--- config.mk ---
export PLATFORM = sky130hd
export DESIGN_NAME = ascii_sensor_frame_distance_flat
export DESIGN_NICKNAME = d
export VERILOG_FILES = /design/src/hdl/asfd_pkg.sv /design/src/hdl/asfd_ifs.sv /design/src/hdl/ascii_sensor_frame_distance.sv /design/src/flat_wrapper.sv
export SDC_FILE = /design/constraint.sdc
export NUM_CORES = 1
export LEC_CHECK = 0
export ABC_AREA = 1
export BUFFER_PORTS_ARGS = -buffer_cell sky130_fd_sc_hd__buf_2
export CORE_MARGIN = 2
export CORE_UTILIZATION = 50
export DETAILED_ROUTE_END_ITERATION = 7
export PLACE_DENSITY = 0.67
export SLEW_MARGIN = 20
export SYNTH_ARGS = -nofsm -noshare
export SYNTH_HDL_FRONTEND = slang
export SYNTH_SLANG_ARGS = --single-unit
--- constraint.sdc ---
create_clock -name clock -period 13.7 [get_ports clock]
set_clock_uncertainty 0.15 [all_clocks]
set_input_delay 0 -clock clock [delete_from_list [all_inputs] [get_ports clock]]
set_output_delay 0 -clock clock [all_outputs]
set_load 0.01 [all_outputs]
--- src/hdl/asfd_pkg.sv ---
// Shared types and constants for the ascii_sensor_frame_distance block.
// No dependencies.
package asfd_pkg;

   localparam int BYTE_W  = 8;
   localparam int CH_W    = 1;
   localparam int DIST_W  = 24;
   localparam int RAW_W   = 16;
   localparam int CAL_W   = 10;
   localparam int ND_W    = 8;
   localparam int APB_DW  = 32;
   localparam int APB_AW  = 5;

   localparam int DIV_STEPS = DIST_W;
   localparam int CNT_W     = $clog2(DIV_STEPS);

   localparam logic [BYTE_W-1:0] ASCII_LF   = 8'd10;
   localparam logic [BYTE_W-1:0] ASCII_CR   = 8'd13;
   localparam logic signed [RAW_W-1:0] ASCII_ZERO = 16'sd48;
   localparam logic signed [RAW_W-1:0] HUNDRED    = 16'sd100;
   localparam logic signed [RAW_W-1:0] TEN        = 16'sd10;

   localparam logic [ND_W-1:0]  NEAR_DIST_RST = 8'd10;
   localparam logic [ND_W-1:0]  FAR_DIST_RST  = 8'd50;
   localparam logic [CAL_W-1:0] CAL_RAW_RST   = 10'd0;
   localparam logic [CAL_W-1:0] LIMIT_RST     = 10'd700;

   typedef enum logic [2:0] {
      REG_NEAR_DIST  = 3'd0,
      REG_FAR_DIST   = 3'd1,
      REG_NEAR_RAW0  = 3'd2,
      REG_FAR_RAW0   = 3'd3,
      REG_NEAR_RAW1  = 3'd4,
      REG_FAR_RAW1   = 3'd5,
      REG_LIMIT0     = 3'd6,
      REG_LIMIT1     = 3'd7
   } reg_idx_type;

endpackage

--- src/hdl/asfd_ifs.sv ---
// Valid/ready channel interfaces for the request and response transactions.
// Depends on asfd_pkg.
interface asfd_req_if;
   logic                          valid;
   logic                          ready;
   logic [asfd_pkg::BYTE_W-1:0]   rx_byte;
   logic [asfd_pkg::CH_W-1:0]     channel;

   modport source (output valid, output rx_byte, output channel, input ready);
   modport sink   (input valid, input rx_byte, input channel, output ready);
endinterface

interface asfd_rsp_if;
   logic                                valid;
   logic                                ready;
   logic signed [asfd_pkg::DIST_W-1:0]  distance;
   logic signed [asfd_pkg::RAW_W-1:0]   raw_reading;
   logic [asfd_pkg::CH_W-1:0]           channel_out;
   logic                                cal_error;

   modport source (output valid, output distance, output raw_reading, output channel_out,
                   output cal_error, input ready);
   modport sink   (input valid, input distance, input raw_reading, input channel_out,
                   input cal_error, output ready);
endinterface

--- src/hdl/ascii_sensor_frame_distance.sv ---
// Top level: ASCII sensor frame decoder with two-point linear calibration.
// Depends on asfd_pkg and the channel interfaces in asfd_ifs.sv.
//
// Usage:
//   req_bus carries one received serial byte per transaction plus the channel
//   select. Bytes that do not complete a frame only shift the window and
//   leave the block ready for the next byte. A byte that completes a frame
//   (second-oldest byte of the window is LF) yields a reading and clears the
//   window; if the reading is below the channel limit a response transaction
//   follows on rsp_bus, otherwise nothing is sent. Mapping uses one 17x10
//   multiplier three times, a sign step, a 24-step restoring divider with one
//   subtractor and a final sign fix, each in its own registered state, before
//   rsp_bus.valid is raised; the next byte is taken only after the response
//   is accepted. Equal calibration raws skip the arithmetic: the response
//   comes in the next cycle with cal_error set and distance 0.
//   req_bus.ready is low while a frame is being mapped and while a response
//   waits; a stalled receiver holds the response and the block stays busy.
//   Registers are written over the APB port, by the user only while idle:
//   wr_en ignores the state. pready is always high. Reset (synchronous) clears
//   the window, loads register defaults and drops any transaction in flight.
module ascii_sensor_frame_distance (
   input  logic                            clock,
   input  logic                            reset,
   asfd_req_if.sink                        req_bus,
   asfd_rsp_if.source                      rsp_bus,
   input  logic                            psel,
   input  logic                            penable,
   input  logic                            pwrite,
   input  logic [asfd_pkg::APB_AW-1:0]     paddr,
   input  logic [asfd_pkg::APB_DW-1:0]     pwdata,
   output logic [asfd_pkg::APB_DW-1:0]     prdata,
   output logic                            pready
);

   typedef enum logic [2:0] {
      S_IDLE, S_MUL_A, S_MUL_B, S_MUL_C, S_ABS, S_DIV, S_SIGN, S_OUT
   } state_type;

   // configuration registers
   logic [asfd_pkg::ND_W-1:0]  near_dist_ff, far_dist_ff;
   logic [asfd_pkg::CAL_W-1:0] near_raw0_ff, far_raw0_ff, near_raw1_ff, far_raw1_ff;
   logic [asfd_pkg::CAL_W-1:0] limit0_ff, limit1_ff;
   logic                       wr_en;
   asfd_pkg::reg_idx_type      reg_idx;

   assign pready  = 1'b1;
   assign wr_en   = psel && penable && pwrite && pready;
   assign reg_idx = asfd_pkg::reg_idx_type'(paddr[asfd_pkg::APB_AW-1:2]);

   always_ff @(posedge clock) begin
      if (reset) begin
         near_dist_ff <= asfd_pkg::NEAR_DIST_RST;
         far_dist_ff  <= asfd_pkg::FAR_DIST_RST;
         near_raw0_ff <= asfd_pkg::CAL_RAW_RST;
         far_raw0_ff  <= asfd_pkg::CAL_RAW_RST;
         near_raw1_ff <= asfd_pkg::CAL_RAW_RST;
         far_raw1_ff  <= asfd_pkg::CAL_RAW_RST;
         limit0_ff    <= asfd_pkg::LIMIT_RST;
         limit1_ff    <= asfd_pkg::LIMIT_RST;
      end else if (wr_en) begin
         unique case (reg_idx)
            asfd_pkg::REG_NEAR_DIST: near_dist_ff <= pwdata[asfd_pkg::ND_W-1:0];
            asfd_pkg::REG_FAR_DIST:  far_dist_ff  <= pwdata[asfd_pkg::ND_W-1:0];
            asfd_pkg::REG_NEAR_RAW0: near_raw0_ff <= pwdata[asfd_pkg::CAL_W-1:0];
            asfd_pkg::REG_FAR_RAW0:  far_raw0_ff  <= pwdata[asfd_pkg::CAL_W-1:0];
            asfd_pkg::REG_NEAR_RAW1: near_raw1_ff <= pwdata[asfd_pkg::CAL_W-1:0];
            asfd_pkg::REG_FAR_RAW1:  far_raw1_ff  <= pwdata[asfd_pkg::CAL_W-1:0];
            asfd_pkg::REG_LIMIT0:    limit0_ff    <= pwdata[asfd_pkg::CAL_W-1:0];
            asfd_pkg::REG_LIMIT1:    limit1_ff    <= pwdata[asfd_pkg::CAL_W-1:0];
            default: ;
         endcase
      end
   end

   always_comb begin
      prdata = '0;
      unique case (reg_idx)
         asfd_pkg::REG_NEAR_DIST: prdata = {24'd0, near_dist_ff};
         asfd_pkg::REG_FAR_DIST:  prdata = {24'd0, far_dist_ff};
         asfd_pkg::REG_NEAR_RAW0: prdata = {22'd0, near_raw0_ff};
         asfd_pkg::REG_FAR_RAW0:  prdata = {22'd0, far_raw0_ff};
         asfd_pkg::REG_NEAR_RAW1: prdata = {22'd0, near_raw1_ff};
         asfd_pkg::REG_FAR_RAW1:  prdata = {22'd0, far_raw1_ff};
         asfd_pkg::REG_LIMIT0:    prdata = {22'd0, limit0_ff};
         asfd_pkg::REG_LIMIT1:    prdata = {22'd0, limit1_ff};
         default:                 prdata = '0;
      endcase
   end

   // datapath state
   state_type                          state_ff, state_in;
   logic [asfd_pkg::BYTE_W-1:0]        win_ff [4];
   logic [asfd_pkg::BYTE_W-1:0]        win_in [4];
   logic signed [asfd_pkg::RAW_W-1:0]  x_ff, x_in;
   logic [asfd_pkg::CH_W-1:0]          ch_ff, ch_in;
   logic [asfd_pkg::CAL_W-1:0]         nr_ff, nr_in, fr_ff, fr_in;
   logic                               err_ff, err_in;
   logic signed [asfd_pkg::DIST_W-1:0] acc_ff, acc_in;
   logic [asfd_pkg::DIST_W-1:0]        dvd_ff, dvd_in;
   logic [asfd_pkg::CAL_W-1:0]         rem_ff, rem_in, den_ff, den_in;
   logic                               qneg_ff, qneg_in;
   logic [asfd_pkg::CNT_W-1:0]         cnt_ff, cnt_in;
   logic signed [asfd_pkg::DIST_W-1:0] dist_ff, dist_in;

   // frame decode
   logic                               frame, lf_cr_lf, below_limit;
   logic signed [asfd_pkg::RAW_W-1:0]  d1, d2, d3, x_new;
   logic [asfd_pkg::CAL_W-1:0]         sel_nr, sel_fr, sel_limit;

   assign frame    = (win_ff[1] == asfd_pkg::ASCII_LF);
   assign lf_cr_lf = (win_ff[3] == asfd_pkg::ASCII_CR) && (req_bus.rx_byte == asfd_pkg::ASCII_LF);
   assign d1       = $signed({8'd0, win_ff[2]}) - asfd_pkg::ASCII_ZERO;
   assign d2       = $signed({8'd0, win_ff[3]}) - asfd_pkg::ASCII_ZERO;
   assign d3       = $signed({8'd0, req_bus.rx_byte}) - asfd_pkg::ASCII_ZERO;
   assign x_new    = lf_cr_lf ? '0 : (d1 * asfd_pkg::HUNDRED + d2 * asfd_pkg::TEN + d3);
   assign sel_nr    = req_bus.channel[0] ? near_raw1_ff : near_raw0_ff;
   assign sel_fr    = req_bus.channel[0] ? far_raw1_ff  : far_raw0_ff;
   assign sel_limit = req_bus.channel[0] ? limit1_ff    : limit0_ff;
   assign below_limit = (x_new < $signed({6'd0, sel_limit}));

   // shared multiplier
   logic signed [16:0] mul_a;
   logic signed [9:0]  mul_b;
   logic signed [26:0] prod;

   always_comb begin
      mul_a = '0;
      mul_b = '0;
      unique case (state_ff)
         S_MUL_A: begin
            mul_a = 17'(x_ff);
            mul_b = $signed({2'd0, near_dist_ff}) - $signed({2'd0, far_dist_ff});
         end
         S_MUL_B: begin
            mul_a = $signed({7'd0, nr_ff});
            mul_b = $signed({2'd0, far_dist_ff});
         end
         S_MUL_C: begin
            mul_a = $signed({7'd0, fr_ff});
            mul_b = $signed({2'd0, near_dist_ff});
         end
         default: ;
      endcase
   end

   assign prod = mul_a * mul_b;

   // shared subtractor for the divider
   logic [asfd_pkg::CAL_W:0] rem_shift, trial;
   logic signed [asfd_pkg::CAL_W:0] den_s;

   assign rem_shift = {rem_ff, dvd_ff[asfd_pkg::DIST_W-1]};
   assign trial     = rem_shift - {1'b0, den_ff};
   assign den_s     = $signed({1'b0, nr_ff}) - $signed({1'b0, fr_ff});

   always_comb begin
      state_in = state_ff;
      win_in   = win_ff;
      x_in     = x_ff;
      ch_in    = ch_ff;
      nr_in    = nr_ff;
      fr_in    = fr_ff;
      err_in   = err_ff;
      acc_in   = acc_ff;
      dvd_in   = dvd_ff;
      rem_in   = rem_ff;
      den_in   = den_ff;
      qneg_in  = qneg_ff;
      cnt_in   = cnt_ff;
      dist_in  = dist_ff;
      unique case (state_ff)
         S_IDLE: begin
            if (req_bus.valid) begin
               win_in[0] = win_ff[1];
               win_in[1] = win_ff[2];
               win_in[2] = win_ff[3];
               win_in[3] = req_bus.rx_byte;
               if (frame) begin
                  win_in = '{default: '0};
                  if (below_limit) begin
                     x_in  = x_new;
                     ch_in = req_bus.channel;
                     nr_in = sel_nr;
                     fr_in = sel_fr;
                     if (sel_nr == sel_fr) begin
                        err_in   = 1'b1;
                        dist_in  = '0;
                        state_in = S_OUT;
                     end else begin
                        err_in   = 1'b0;
                        state_in = S_MUL_A;
                     end
                  end
               end
            end
         end
         S_MUL_A: begin
            acc_in   = prod[asfd_pkg::DIST_W-1:0];
            state_in = S_MUL_B;
         end
         S_MUL_B: begin
            acc_in   = acc_ff + prod[asfd_pkg::DIST_W-1:0];
            state_in = S_MUL_C;
         end
         S_MUL_C: begin
            acc_in   = acc_ff - prod[asfd_pkg::DIST_W-1:0];
            state_in = S_ABS;
         end
         S_ABS: begin
            dvd_in   = acc_ff[asfd_pkg::DIST_W-1] ? 24'(-acc_ff) : 24'(acc_ff);
            den_in   = den_s[asfd_pkg::CAL_W] ? 10'(-den_s) : den_s[asfd_pkg::CAL_W-1:0];
            qneg_in  = acc_ff[asfd_pkg::DIST_W-1] ^ den_s[asfd_pkg::CAL_W];
            rem_in   = '0;
            cnt_in   = '0;
            state_in = S_DIV;
         end
         S_DIV: begin
            if (!trial[asfd_pkg::CAL_W]) begin
               rem_in = trial[asfd_pkg::CAL_W-1:0];
               dvd_in = {dvd_ff[asfd_pkg::DIST_W-2:0], 1'b1};
            end else begin
               rem_in = rem_shift[asfd_pkg::CAL_W-1:0];
               dvd_in = {dvd_ff[asfd_pkg::DIST_W-2:0], 1'b0};
            end
            if (cnt_ff == asfd_pkg::CNT_W'(asfd_pkg::DIV_STEPS - 1)) begin
               state_in = S_SIGN;
            end else begin
               cnt_in = cnt_ff + 1'b1;
            end
         end
         S_SIGN: begin
            dist_in  = qneg_ff ? -$signed(dvd_ff) : $signed(dvd_ff);
            state_in = S_OUT;
         end
         S_OUT: begin
            if (rsp_bus.ready) begin
               state_in = S_IDLE;
            end
         end
         default: state_in = S_IDLE;
      endcase
   end

   always_ff @(posedge clock) begin
      if (reset) begin
         state_ff <= S_IDLE;
         win_ff   <= '{default: '0};
      end else begin
         state_ff <= state_in;
         win_ff   <= win_in;
      end
      x_ff    <= x_in;
      ch_ff   <= ch_in;
      nr_ff   <= nr_in;
      fr_ff   <= fr_in;
      err_ff  <= err_in;
      acc_ff  <= acc_in;
      dvd_ff  <= dvd_in;
      rem_ff  <= rem_in;
      den_ff  <= den_in;
      qneg_ff <= qneg_in;
      cnt_ff  <= cnt_in;
      dist_ff <= dist_in;
   end

   assign req_bus.ready       = (state_ff == S_IDLE);
   assign rsp_bus.valid       = (state_ff == S_OUT);
   assign rsp_bus.distance    = dist_ff;
   assign rsp_bus.raw_reading = x_ff;
   assign rsp_bus.channel_out = ch_ff;
   assign rsp_bus.cal_error   = err_ff;

endmodule

--- src/flat_wrapper.sv ---
// flat-port wrapper written by rule: the top's interface ports become plain ports
module ascii_sensor_frame_distance_flat 
  (clock, reset, psel, penable, pwrite, paddr, pwdata, prdata, pready, req_bus_valid, req_bus_rx_byte, req_bus_channel, req_bus_ready, rsp_bus_valid, rsp_bus_distance, rsp_bus_raw_reading, rsp_bus_channel_out, rsp_bus_cal_error, rsp_bus_ready);
  asfd_req_if req_bus_i ();
  asfd_rsp_if rsp_bus_i ();
  input  logic clock;
  input  logic reset;
  input  logic psel;
  input  logic penable;
  input  logic pwrite;
  input  logic [asfd_pkg::APB_AW-1:0] paddr;
  input  logic [asfd_pkg::APB_DW-1:0] pwdata;
  output logic [asfd_pkg::APB_DW-1:0] prdata;
  output logic pready;
  input wire logic [$bits(req_bus_i.valid)-1:0] req_bus_valid;
  input wire logic [$bits(req_bus_i.rx_byte)-1:0] req_bus_rx_byte;
  input wire logic [$bits(req_bus_i.channel)-1:0] req_bus_channel;
  output wire logic [$bits(req_bus_i.ready)-1:0] req_bus_ready;
  output wire logic [$bits(rsp_bus_i.valid)-1:0] rsp_bus_valid;
  output wire logic [$bits(rsp_bus_i.distance)-1:0] rsp_bus_distance;
  output wire logic [$bits(rsp_bus_i.raw_reading)-1:0] rsp_bus_raw_reading;
  output wire logic [$bits(rsp_bus_i.channel_out)-1:0] rsp_bus_channel_out;
  output wire logic [$bits(rsp_bus_i.cal_error)-1:0] rsp_bus_cal_error;
  input wire logic [$bits(rsp_bus_i.ready)-1:0] rsp_bus_ready;
  assign req_bus_i.valid = req_bus_valid;
  assign req_bus_i.rx_byte = req_bus_rx_byte;
  assign req_bus_i.channel = req_bus_channel;
  assign req_bus_ready = req_bus_i.ready;
  assign rsp_bus_valid = rsp_bus_i.valid;
  assign rsp_bus_distance = rsp_bus_i.distance;
  assign rsp_bus_raw_reading = rsp_bus_i.raw_reading;
  assign rsp_bus_channel_out = rsp_bus_i.channel_out;
  assign rsp_bus_cal_error = rsp_bus_i.cal_error;
  assign rsp_bus_i.ready = rsp_bus_ready;
  ascii_sensor_frame_distance u_core (.clock(clock), .reset(reset), .req_bus(req_bus_i), .rsp_bus(rsp_bus_i), .psel(psel), .penable(penable), .pwrite(pwrite), .paddr(paddr), .pwdata(pwdata), .prdata(prdata), .pready(pready));
endmodule
; After elaboration in Yosys (flattened, before gate mapping)
; Cells that the tools add are included.
[totals]
wordCells = 121
out_inout_bits = 77
reg_bits = 239
[classes]
reduce_logical = 21
n_bitwise = 1
mul = 3
n_eq_ne = 26
addsub = 14
n_lt_le_gt_ge = 1
n_mux = 31
[ops]
columns = op, count
row1 = $pmux 32 s8, 1
row2 = $mux 24, 7
row3 = $pmux 24 s2, 2
row4 = $pmux 24 s3, 1
row5 = $pmux 17 s3, 1
row6 = $mux 10, 5
row7 = $neg 24->24, 2
row8 = $add 16x16->16, 2
row9 = $pmux 10 s3, 1
row10 = $sub 8x6->9 const B, 3
row11 = $add 24x24->24, 1
row12 = $eq 3x3->1 const B, 8
row13 = $eq 8x4->1 const B, 3
row14 = $mul 17x10->24, 1
row15 = $pmux 3 s8, 1
row16 = $sub 24x24->24, 1
row17 = $pmux 10 s2, 1
row18 = $reduce_and 2->1, 10
row19 = $mux 3, 6
row20 = $lt 16x11->1, 1
row21 = $mul 16x3->15 const B, 1
row22 = $mul 16x5->14 const B, 1
row23 = $mux 16, 1
row24 = $eq 3x2->1 const B, 4
row25 = other kinds (20), 32

; Longest topological paths before layout
; Gate-level depths: netlist of the first run.
[logic_depth]
word_depth = 10
mapped_depth = 52

; Worst setup path before layout of the first run
; OpenSTA, ideal clock, no wires.
[synth_path]
path_type = flip-flop to flip-flop
startpoint = reg u_core.near_dist_ff[0] (netlist bit)
endpoint = reg u_core.acc_ff[23] (netlist bit), data pin
n_path_buf = 1
t_arrival_ns = 7.972
setup_time_ns = 0.253
required_time_ns = 13.297
synth_period_minus_slack_ns = 8.375
path_stages_with_launch = 48
setup_slack_ns = 5.325
path_cell_list = dfxtp_1 > inv_1 > ha_1 > fa_1 > inv_1 > nand3_1 > nand2_1 > a31oi_1 > xor2_1 > or2_2 > nand2_1 > clkbuf_1 > nand2_1 > fa_1 > inv_1 > fa_1 > fa_1 > fa_1 > [12 not listed] > inv_1 > nor3_1 > nand4_1 > nand2_1 > nand2_1 > nand2_1 > nand2_1 > ha_1 > nand4_1 > nor3_1 > nand3_1 > nand3_1 > xor2_1 > inv_1 > nand2_1 > nand3_1 > nand2_1 > nand2_1
[synth_between]
elab_chain_len = 5
elab_cells_between_ends = 6
[synth_rtl]
columns = element, line
row1 = from (decl), ascii_sensor_frame_distance.sv:40  ; logic [asfd_pkg::ND_W-1:0] near_dist_ff, far_dist_ff;
row2 = from (signal assigned), ascii_sensor_frame_distance.sv:52  ; near_dist_ff <= asfd_pkg::NEAR_DIST_RST;
row3 = from (signal assigned), ascii_sensor_frame_distance.sv:62  ; asfd_pkg::REG_NEAR_DIST: near_dist_ff <= pwdata[asfd_pkg::ND_W-1:0];
row4 = $sub 8x8->9, ascii_sensor_frame_distance.sv:132  ; mul_b = $signed({2'd0, near_dist_ff}) - $signed({2'd0, far_dist_ff});
row5 = $pmux 10 s3 *, ascii_sensor_frame_distance.sv:129  ; unique case (state_ff)
row6 = $mul 17x10->24 *, ascii_sensor_frame_distance.sv:146  ; assign prod = mul_a * mul_b;
row7 = $sub 24x24->24 / $add 24x24->24 (equally long branches), "ascii_sensor_frame_distance.sv:206, ascii_sensor_frame_distance.sv:202"
row8 = $pmux 24 s3 *, ascii_sensor_frame_distance.sv:171  ; unique case (state_ff)
row9 = via u_core.acc_in (one bit), ascii_sensor_frame_distance.sv:98  ; logic signed [asfd_pkg::DIST_W-1:0] acc_ff, acc_in;
row10 = to (signal assigned), ascii_sensor_frame_distance.sv:257  ; acc_ff <= acc_in;
row11 = to (decl), ascii_sensor_frame_distance.sv:98
; The timed path passes the listed nets; every way through them passes the cells marked *.
; A chain may end at the register's enable or synchronous reset.

; Worst setup path in the final report of the first run
[layout_path]
startpoint = reg u_core.state_ff[0]
endpoint = reg u_core.acc_ff[22] (netlist bit), data pin
[layout_between]
elab_chain_len = 5
elab_cells_between_ends = 9
[layout_rtl]
columns = element, line
row1 = from (decl), ascii_sensor_frame_distance.sv:91  ; state_type state_ff, state_in;
row2 = from (signal assigned), ascii_sensor_frame_distance.sv:249  ; state_ff <= state_in;
row3 = $eq 3x2->1 / $eq 3x1->1 (equally long branches), "ascii_sensor_frame_distance.sv:129, ascii_sensor_frame_distance.sv:171"
row4 = $pmux 17 s3 / $pmux 10 s3 (equally long branches), ascii_sensor_frame_distance.sv:129
row5 = $mul 17x10->24, ascii_sensor_frame_distance.sv:146
row6 = $sub 24x24->24 / $add 24x24->24 (equally long branches), "ascii_sensor_frame_distance.sv:206, ascii_sensor_frame_distance.sv:202"
row7 = $pmux 24 s3 *, ascii_sensor_frame_distance.sv:171
row8 = via u_core.acc_in (one bit), ascii_sensor_frame_distance.sv:98
; Marked as above.

==> results of run 1 <==
[flip-flops by register name, summed over array words and instances, names as in the netlist, 10 cells and up]
name                        count
u_core.den_ff                  10
u_core.near_raw0_ff            10
u_core.rsp_bus.raw_reading     16
u_core.far_raw0_ff             10
u_core.nr_ff                   10
u_core.rsp_bus.distance        24
u_core.rem_ff                  10
u_core.win_ff                  24
u_core.limit1_ff               10
u_core.dvd_ff                  24
u_core.far_raw1_ff             10
u_core.fr_ff                   10
u_core.limit0_ff               10
u_core.acc_ff                  24
u_core.near_raw1_ff            10
[critical path, delay by kind of cell, from the launching register on]
| family | cells | cell delay [ns] |
|---|---|---|
| AND/OR/NAND/NOR | 21 | 3.56 |
| adder cells (fa/ha/maj) | 7 | 3.31 |
| buffers and inverters | 7 | 1.17 |
| AO/OA/AOI/OAI | 3 | 0.60 |
| flip-flops | 1 | 0.52 |
| XOR/XNOR | 2 | 0.17 |
[per-stage QoR]
stage / hold slack [ns] / worst slack, ns / power [mW]
final: 0.00955 / 3.95 / 6.53
after floorplan: -0.0511 / 5.33 / 4.61
after global routing: 0.0288 / 3.19 / 7.25
after CTS: 0.00368 / 4.05 / 6.49
after detailed placement: 0.172 / 4.05 / 5.71
after global placement: 0.158 / 4.16 / 5.65
[cell usage after synthesis (all sizes together) (19+ instances only)]
master,count
nor3,42
nor2,264
fa,157
inv,560
a21oi,212
nand2,625
o22ai,21
nand3,153
ha,183
nand4,19
xor2,81
dfxtp,103
xnor2,39
clkbuf,48
edfxtp,136
buf,41
o21ai,206
[layout by cell type, fill, tap and decap left out, types with 28 or more instances in the layout]
master     instances
a21oi_1          208
buf_2             82
clkbuf_16         28
dfxtp_1          103
edfxtp_1         136
fa_1             157
ha_1             183
inv_1            554
nand2_1          612
nand3_1          147
nor2_1           257
nor3_1            34
o21ai_0          201
xnor2_1           38
xor2_1            78
[area by class of cell]
cell class                 count  area share
multi-input combinational   2150       0.574
sequential                   239       0.244
inverter                     573      0.0856
clock buffer                  41      0.0318
timing repair buffer         121      0.0308
tap                          600      0.0298
clock inverter                10     0.00363
[logic make-up after synthesis]
| family | after synthesis | synth area share |
|---|---|---|
| compound gates | 523 | 0.126 |
| mux | 7 | 0.00304 |
| other cells | 2 | 0.000326 |
| simple gates | 1137 | 0.209 |
| buf+inv | 662 | 0.113 |
| xor+xnor | 120 | 0.0474 |
| fa+ha+maj | 340 | 0.236 |
| flops | 239 | 0.266 |
[repair_timing]
action                                  4_1_cts  5_1_grt
endpoints found under the hold margin       105        0
hold buffers                                 27        0
endpoints found under the setup margin        0        0
[power breakdown]
| part | internal [mW] | switching [mW] |
|---|---|---|
| clock | 0.422 | 0.312 |
| combinational | 1.67 | 3.07 |
| sequential | 0.960 | 0.0927 |
| total | 3.05 | 3.48 |
[metal layers]
metal  global-route usage  vias up  wire length, um
met3               0.0453      112             4150
met5                    0        -                0
met2                0.434      601            27600
met1                0.327     9481            25700
met4               0.0730        0             1660
li1                     -     9884                -
[worst min path at each step]
stage | to | slack [ns] | cells after the start
after global routing | u_core.rsp_bus.distance[2]$_SDFFCE_PN0P_ | 0.03 | 3
after detailed placement | u_core.win_ff[7]$_SDFFE_PP0P_ | 0.17 | 3
final | u_core.rsp_bus.distance[0]$_SDFFCE_PN0P_ | 0.01 | 3
after global placement | u_core.win_ff[7]$_SDFFE_PP0P_ | 0.16 | 3
after CTS | u_core.far_dist_ff[1]$_SDFFE_PP1P_ | 0.004 | 6
after floorplan | u_core.rsp_bus.channel_out$_DFFE_PP_ | -0.05 | 0
==> summary.txt, run 1 <==
Status
  • Status: finished clean

GRT
  • Antenna violations before repair: 0
  • First-pass GRT wire length: 98300 um
  • Global Route Usage Sum: 0.253
  • Largest net degree at the start of global routing: 76
  • Vias in the first global route: 20168
  • Total grt overflow: 0

Timing
  • RSZ-0062 raised after global routing: false
  • Max Transition Viols Final: 0
  • Worst-margin pin slew: 1.16 ns
  • Fmax: 0.103 GHz
  • Setup_tns: 0 ns
  • Final Hold Vio Count: 0
  • Slew HR: 0.227
  • Tcrit/Tclk final: 0.712
  • Final setup viols: 0
  • Final worst path period need: just under 10 ns

Routing
  • Routed vias/inst: around 5.4
  • First DRT Iteration DRCs: around 1400
  • Average wire per standard cell: between 15 and 20 um
  • DR vias: between 20000 and 25000
  • Drt pass-1 iters: 6
  • Wirelength, routed: just under 60000 um
  • Drt drc: 0
  • ANT nets after route: 0

Cells and area
  • Synthesis-to-layout area growth: 9.07%
  • Fillers: approximately 4300
  • FF/Latch Area: 6150 um^2
  • Layout Nets: about 3500
  • ANT cells: 0
  • Design area: roughly 25000 um^2
  • Post-layout util: 0.553
  • Filler-free cell count of the finished design: around 3700
  • Area of the multi-input gates: roughly 14000 um^2
  • Share of layout cells above drive strength 1: 0.0629

Critical path
  • Cell mode on critical path: nand2_1
  • Startpoint types: flop
  • WP data required: about 14 ns
  • R2r endpoint: u_core.acc_ff[22]$_DFFE_PP_
  • Crit. Startpoint: u_core.state_ff[0]$_SDFFE_PP0P_
  • Worst setup EP type: flop
  • Critical path arrival: slightly below 10 ns
  • Max stage delay on crit path: ~0.55 ns
  • Critical Path Sink: u_core.acc_ff[22]$_DFFE_PP_
  • R2R cell count: 40
  • CP Class: flop to flop
  • CP Max Fanout: 27
  • Crit path max-delay cell type: nor4_1
  • R2R setup slack: 3.95 ns
  • Reg2reg start: u_core.state_ff[0]$_SDFFE_PP0P_

Placement
  • Dpl cells: 3655
  • GPL Wtd Cong: ~0.9
  • Hpwl dp: around 47000 um
  • Port Buffer Count: between 80 and 90
  • Post-place instance area: 24000 um^2

Logic synthesis
  • Seq/Total Area, Yosys: 0.266
  • Avg Cell Area, Syn: roughly 7.6 um^2
  • Cell taking the most area after synthesis: edfxtp_1
  • Syn Inst Count: roughly 3000
  • Post-Syn Area: 23100 um^2
  • Synth Register Bits: roughly 240
  • Ys Warns: 0
  • Post-synth cell types: 63
  • Asr flop ratio synth: 0
  • Share of the synthesized area in the top cell type: 0.177
  • Ys flop type: edfxtp_1
  • Area contributors post-synth: edfxtp_1 (18%), fa_1 (14%), nand2_1 (10%), ha_1 (9.9%), inv_1 (9.0%)
  • EDFF count, synth: 136

Hold path
  • Worst min-delay path class: input pin to flop
  • Hold Startpoint: req_bus_valid

Clocking
  • CTS buffer count: 28
  • TritonCTS clock tree: done
  • Longest Clk Path Bufs: 3
  • Root Driver: clkbuf_16
  • Reg clk slew, reported paths: 0.07 ns
  • CTS H-tree depth: 1
  • Post-cts sizing count: 0
  • Clock Sink Count: ~240
  • Postcts setup bufs: 0
  • Clock latency on the worst-skew pair: 0.58 ns

Floorplan
  • Die ar.: 47900 um^2
  • Core area: 45500 um^2
  • Top-level I/O count: 130
  • Initial core utilization: 0.507
  • FP Rows: 78
  • Die W: around 220 um
  • Die H: around 220 um

Power
  • Leak: between 10 and 15 nW
  • Worst vdd ir: approximately 0.4 mV
  • Power per cell area: 259 nW/um^2

Run
  • Maxcap violations: 0
Power figures use the tool's default switching activity.
==> inputs of run 2 (changes only) <==
- PLACE_DENSITY: 0.67 -> 0.7
- clock period: 13.7 -> 8.03 ns (I/O delays scaled with it)
==> run 2 against run 1 <==
The flow now finishes with violations (setup timing). Non-clock buffer count up 248. Register-to-register slack worse by 4.1 ns. Cell count increased by 6.6%. Global-route usage rose by 1.3 points. Sequential share of layout area decreased by 2.7 points. Hold slack gained 0.042 ns. Count of clock-buffer cells in the layout up 1.
==> summary.txt, run 2 (synthesis gave the netlist of run 1 again) <==
Status
  • Failing checks: setup timing
  • Status: finished, violations left

Clocking
  • CTS H-tree depth: 1
  • Root Driver: clkbuf_16
  • CTS buffer count: 27
  • Clock Sink Count: 239
  • Longest Clk Path Bufs: 3
  • Clock latency on the worst-skew pair: about 0.55 ns
  • TritonCTS clock tree: done
  • Reg clk slew, reported paths: 0.06 ns

GRT
  • Vias in the first global route: 21014
  • Antenna violations before repair: 0
  • Largest net degree at the start of global routing: 76
  • Global Route Usage Sum: 0.266
  • Total grt overflow: 0
  • First-pass GRT wire length: between 100000 and 150000 um

Run
  • Maxcap violations: 0

Placement
  • Post-place instance area: roughly 26000 um^2
  • GPL Wtd Cong: approximately 0.94
  • Hpwl dp: approximately 50000 um
  • Port Buffer Count: 82

Routing
  • First DRT Iteration DRCs: around 1700
  • Average wire per standard cell: approximately 16 um
  • ANT nets after route: 0
  • DR vias: 21101
  • Wirelength, routed: about 64000 um
  • Routed vias/inst: 5.30
  • Drt drc: 0
  • Drt pass-1 iters: 6

Floorplan
  • Die ar.: 47900 um^2
  • Die W: roughly 220 um
  • Top-level I/O count: between 100 and 150
  • Die H: 219 um
  • FP Rows: between 70 and 80
  • Core area: 45500 um^2
  • Initial core utilization: 0.507

Critical path
  • WP buf/inv: 9
  • Worst setup EP type: flop
  • Max stage delay on crit path: approximately 0.56 ns
  • Cell mode on critical path: nand2_1
  • Crit. path cell count: 48
  • CP Class: flop to flop
  • WP data required: ~8.2 ns
  • R2R cell count: 48
  • CP Max Fanout: 8
  • Critical path arrival: 8.36 ns
  • Startpoint types: flop
  • CP top delay family: adder cells
  • Crit path max-delay cell type: fa_2

Timing
  • Final Hold Vio Count: 0
  • Max Transition Viols Final: 0
  • Slew HR: 0.308
  • Final worst path period need: a little over 8 ns
  • Final setup margin: -0.181 ns
  • Worst-margin pin slew: 1.04 ns
  • RSZ-0062 raised after global routing: true
  • Fmax: 0.122 GHz
  • Final setup viols: 6
  • Tcrit/Tclk final: 1.02

Hold path
  • Worst min-delay path class: input pin to flop
  • Hold depth: 6

Cells and area
  • Fillers: between 3000 and 4000
  • Most common cell after layout, fill and taps aside: nand2_1
  • ANT cells: 0
  • Layout Nets: between 3000 and 4000
  • Design area: approximately 28000 um^2
  • Share of layout cells above drive strength 1: 0.193
  • Commonest cells after routing, fill and taps aside: nand2_1 (560), inv_1 (535), buf_4 (244)
  • Synthesis-to-layout area growth: 23.0%
[run 2: cell types whose count changed in the layout (fill, tap and decap cells not counted), moves of 19 or more]
cell,previous run,this run
buf_4,11,244
nand2_1,612,560
nand2_2,11,44
a21oi_1,208,183
ha_1,183,158
nor2_1,257,233
ha_4,0,23
a21oi_2,3,22
inv_1,554,535
[run 2: final timing paths]
path                                                     startpoint                             endpoint  slack [ns]
worst max-delay path            u_core.near_dist_ff[0]$_SDFFE_PP0P_          u_core.acc_ff[23]$_DFFE_PP_       -0.18
worst min-delay path                                       paddr[4]  u_core.near_dist_ff[3]$_SDFFE_PP1P_        0.05
worst max register to register  u_core.near_dist_ff[0]$_SDFFE_PP0P_          u_core.acc_ff[23]$_DFFE_PP_       -0.18
worst min register to register       u_core.win_ff[20]$_SDFFE_PP0P_       u_core.win_ff[20]$_SDFFE_PP0P_        0.32
[run 2: what timing repair did]
action | in CTS | in global routing
pin swaps | 79 | 54
resized for setup | 123 | 150
hold endpoints to repair | 106 | 0
hold buffers | 27 | 0
buffers inserted | 11 | 19
setup endpoints to repair | 11 | 13
[run 2: through the flow]
step           hold WS, ns   util  TNS (ns)  instances  setup slack (ns)
4_1_cts            0.00631  0.607    -0.206       3962            -0.110
2_1_floorplan      -0.0511      -         0       3051           0.00268
5_1_grt              0.101  0.624     -2.97       3981            -0.557
3_5_place_dp         0.179  0.567     -3.30       3874            -0.584
3_3_place_gp         0.170  0.567     -2.52       3874            -0.434
6_report            0.0516  0.624    -0.474       3981            -0.181
[run 2: worst min-delay path, cell delays in order]
cell and delay, ns:
buf_2 0.12, inv_1 0.09, nand2_1 0.17, nor2_1 0.15
nand2_1 0.09, nand3_1 0.07
[run 2: layout make-up]
type                       instances  area [um^2]  share of cell area
sequential                       239         6150               0.217
clock inverter                     8         72.6             0.00256
inverter                         573         2160              0.0760
clock buffer                      42          825              0.0291
timing repair buffer             369         2770              0.0977
tap                              600          751              0.0265
multi-input combinational       2150        15600               0.551
[run 2: routing by layer]
metal  global-route usage  share of wire  vias to the layer above
met5                    0              0                        -
met4               0.0901          0.035                        0
met3               0.0477          0.071                      145
met2                0.449           0.47                      690
met1                0.345           0.43                     9898
li1                     -              -                    10368
Power of run 2 is not shown: default switching activity piles up to over one toggle a cycle in this logic, so the estimate is an artifact.
==> inputs of run 3 (changes only) <==
==> constraint.sdc (replaced) <==
create_clock -name clock -period 8.03 [get_ports clock]
set_clock_uncertainty 0.15 [all_clocks]
set_input_delay 1.606 -clock clock [delete_from_list [all_inputs] [get_ports clock]]
set_output_delay 1.606 -clock clock [all_outputs]
set_load 0.1 [all_outputs]
==> run 3 against run 2 <==
The flow still finishes with violations (setup timing). Cell count grew 0.28%. Die area is the same. Critical endpoint unchanged. Cell area down 0.19%. Critical path depth shrank 1. Flip-flop and latch count is the same. Maximum frequency barely moved.
==> summary.txt, run 3 (synthesis gave the netlist of run 1 again) <==
Clocking
  • # hold bufs at CTS: 0
  • Root Driver: clkbuf_16
  • Longest Clk Path Bufs: 3
  • Clock Sink Count: approximately 240
  • CTS buffer count: 28
  • TritonCTS clock tree: done
  • Reg clk slew, reported paths: 0.07 ns
  • Clock latency on the worst-skew pair: ~0.56 ns
  • CTS H-tree depth: 1

Timing
  • Max Transition Viols Final: 0
  • Worst-margin pin slew: ~1.1 ns
  • Fmax: around 0.12 GHz
  • Slew HR: 0.292
  • Final setup margin: -0.181 ns
  • Tcrit/Tclk final: 1.02
  • Final setup viols: 5
  • Final Hold Vio Count: 0
  • RSZ-0062 raised after global routing: true
  • Final worst path period need: just over 8 ns

Critical path
  • R2R setup slack: -0.18 ns
  • CP Max Fanout: 6
  • Crit path max-delay cell type: fa_2
  • Cell mode on critical path: nand2_1
  • Critical path arrival: 8.38 ns
  • Worst setup EP type: flop
  • Startpoint types: flop
  • WP data required: between 8 and 9 ns
  • CP Class: flop to flop
  • Max stage delay on crit path: roughly 0.54 ns

Placement
  • Hpwl dp: between 40000 and 50000 um
  • Post-place instance area: roughly 26000 um^2
  • GPL Wtd Cong: slightly above 0.9
  • Setup Slack @ Placement: -0.601 ns
  • Port Buffer Count: 82

Run
  • Maxcap violations: 0

Hold path
  • Worst min-delay path class: flop to flop

Cells and area
  • Layout Nets: 3763
  • Fillers: ~4000
  • FF/Latch Area: slightly above 6000 um^2
  • Synthesis-to-layout area growth: 22.7%
  • Design area: ~28000 um^2
  • ANT cells: 0
  • Share of layout cells above drive strength 1: 0.202
  • Most common cell after layout, fill and taps aside: nand2_1
  • Commonest cells after routing, fill and taps aside: nand2_1 (561), inv_1 (533), buf_4 (278)
  • Area of the multi-input gates: 15600 um^2
  • Post-layout util: 0.623

Routing
  • Average wire per standard cell: about 16 um
  • ANT nets after route: 0
  • First DRT Iteration DRCs: approximately 1700
  • Drt drc: 0
  • Routed vias/inst: around 5.3
  • Wirelength, routed: ~62000 um
  • DR vias: about 21000
  • Drt pass-1 iters: 6

GRT
  • Global Route Usage Sum: 0.263
  • Antenna violations before repair: 0
  • Largest net degree at the start of global routing: 74
  • Vias in the first global route: about 21000
  • Total grt overflow: 0
  • First-pass GRT wire length: slightly above 100000 um

Status
  • Status: finished, violations left
  • Failing checks: setup timing

Floorplan
  • Die H: approximately 220 um
  • Die W: between 200 and 250 um
  • Die ar.: between 40000 and 50000 um^2
  • FP Rows: 78
  • Core area: between 40000 and 50000 um^2
  • Initial core utilization: 0.507
  • Top-level I/O count: 130
[run 3: worst max-delay path: cells and delay by family, from the launching register on]
| kind | cells | cell delay [ns] |
|---|---|---|
| simple gates | 21 | 2.22 |
| flops | 1 | 0.33 |
| buf+inv | 11 | 0.91 |
| compound gates | 3 | 0.29 |
| fa+ha+maj | 9 | 3.56 |
| xor+xnor | 3 | 0.50 |
[run 3: stage by stage]
stage / hold slack (ns) / std cells / setup TNS [ns]
floorplan: 0.291 / 3051 / 0
global placement: 0.303 / 3896 / -2.79
detailed placement: 0.309 / 3896 / -3.41
CTS: 0.319 / 3980 / -0.342
global route: 0.337 / 3992 / -3.02
finish: 0.323 / 3992 / -0.330
[run 3: area by class of cell]
class	instances	share of cell area
clock buffer	39	0.0287
clock inverter	13	0.00367
inverter	573	0.0764
multi-input combinational	2150	0.550
sequential	239	0.217
tap	600	0.0265
timing repair buffer	378	0.0970
[run 3: path summary, 6_finish.rpt]
path                                       startpoint  cells after the start                        endpoint
hold reg to reg        u_core.win_ff[17]$_SDFFE_PP0P_                      2  u_core.win_ff[17]$_SDFFE_PP0P_
hold / removal         u_core.win_ff[17]$_SDFFE_PP0P_                      2  u_core.win_ff[17]$_SDFFE_PP0P_
setup reg to reg  u_core.near_dist_ff[0]$_SDFFE_PP0P_                     47     u_core.acc_ff[23]$_DFFE_PP_
setup / recovery  u_core.near_dist_ff[0]$_SDFFE_PP0P_                     47     u_core.acc_ff[23]$_DFFE_PP_
[run 3: metal layers]
metal	wire [um]	vias to the layer above	part of all wire	global-route usage
li1	-	10380	-	-
met1	27300	10037	0.44	0.354
met2	29900	639	0.48	0.453
met3	3740	111	0.060	0.0252
met4	1550	0	0.025	0.0694
met5	0	-	0	0
[run 3: what timing repair did]
item                       in CTS  in global routing
gates cloned                    1                  0
pin swaps                     118                 86
setup buffers                  31                 12
resized for setup             163                104
setup endpoints to repair      11                 12
Power of run 3 is left out for the same reason.
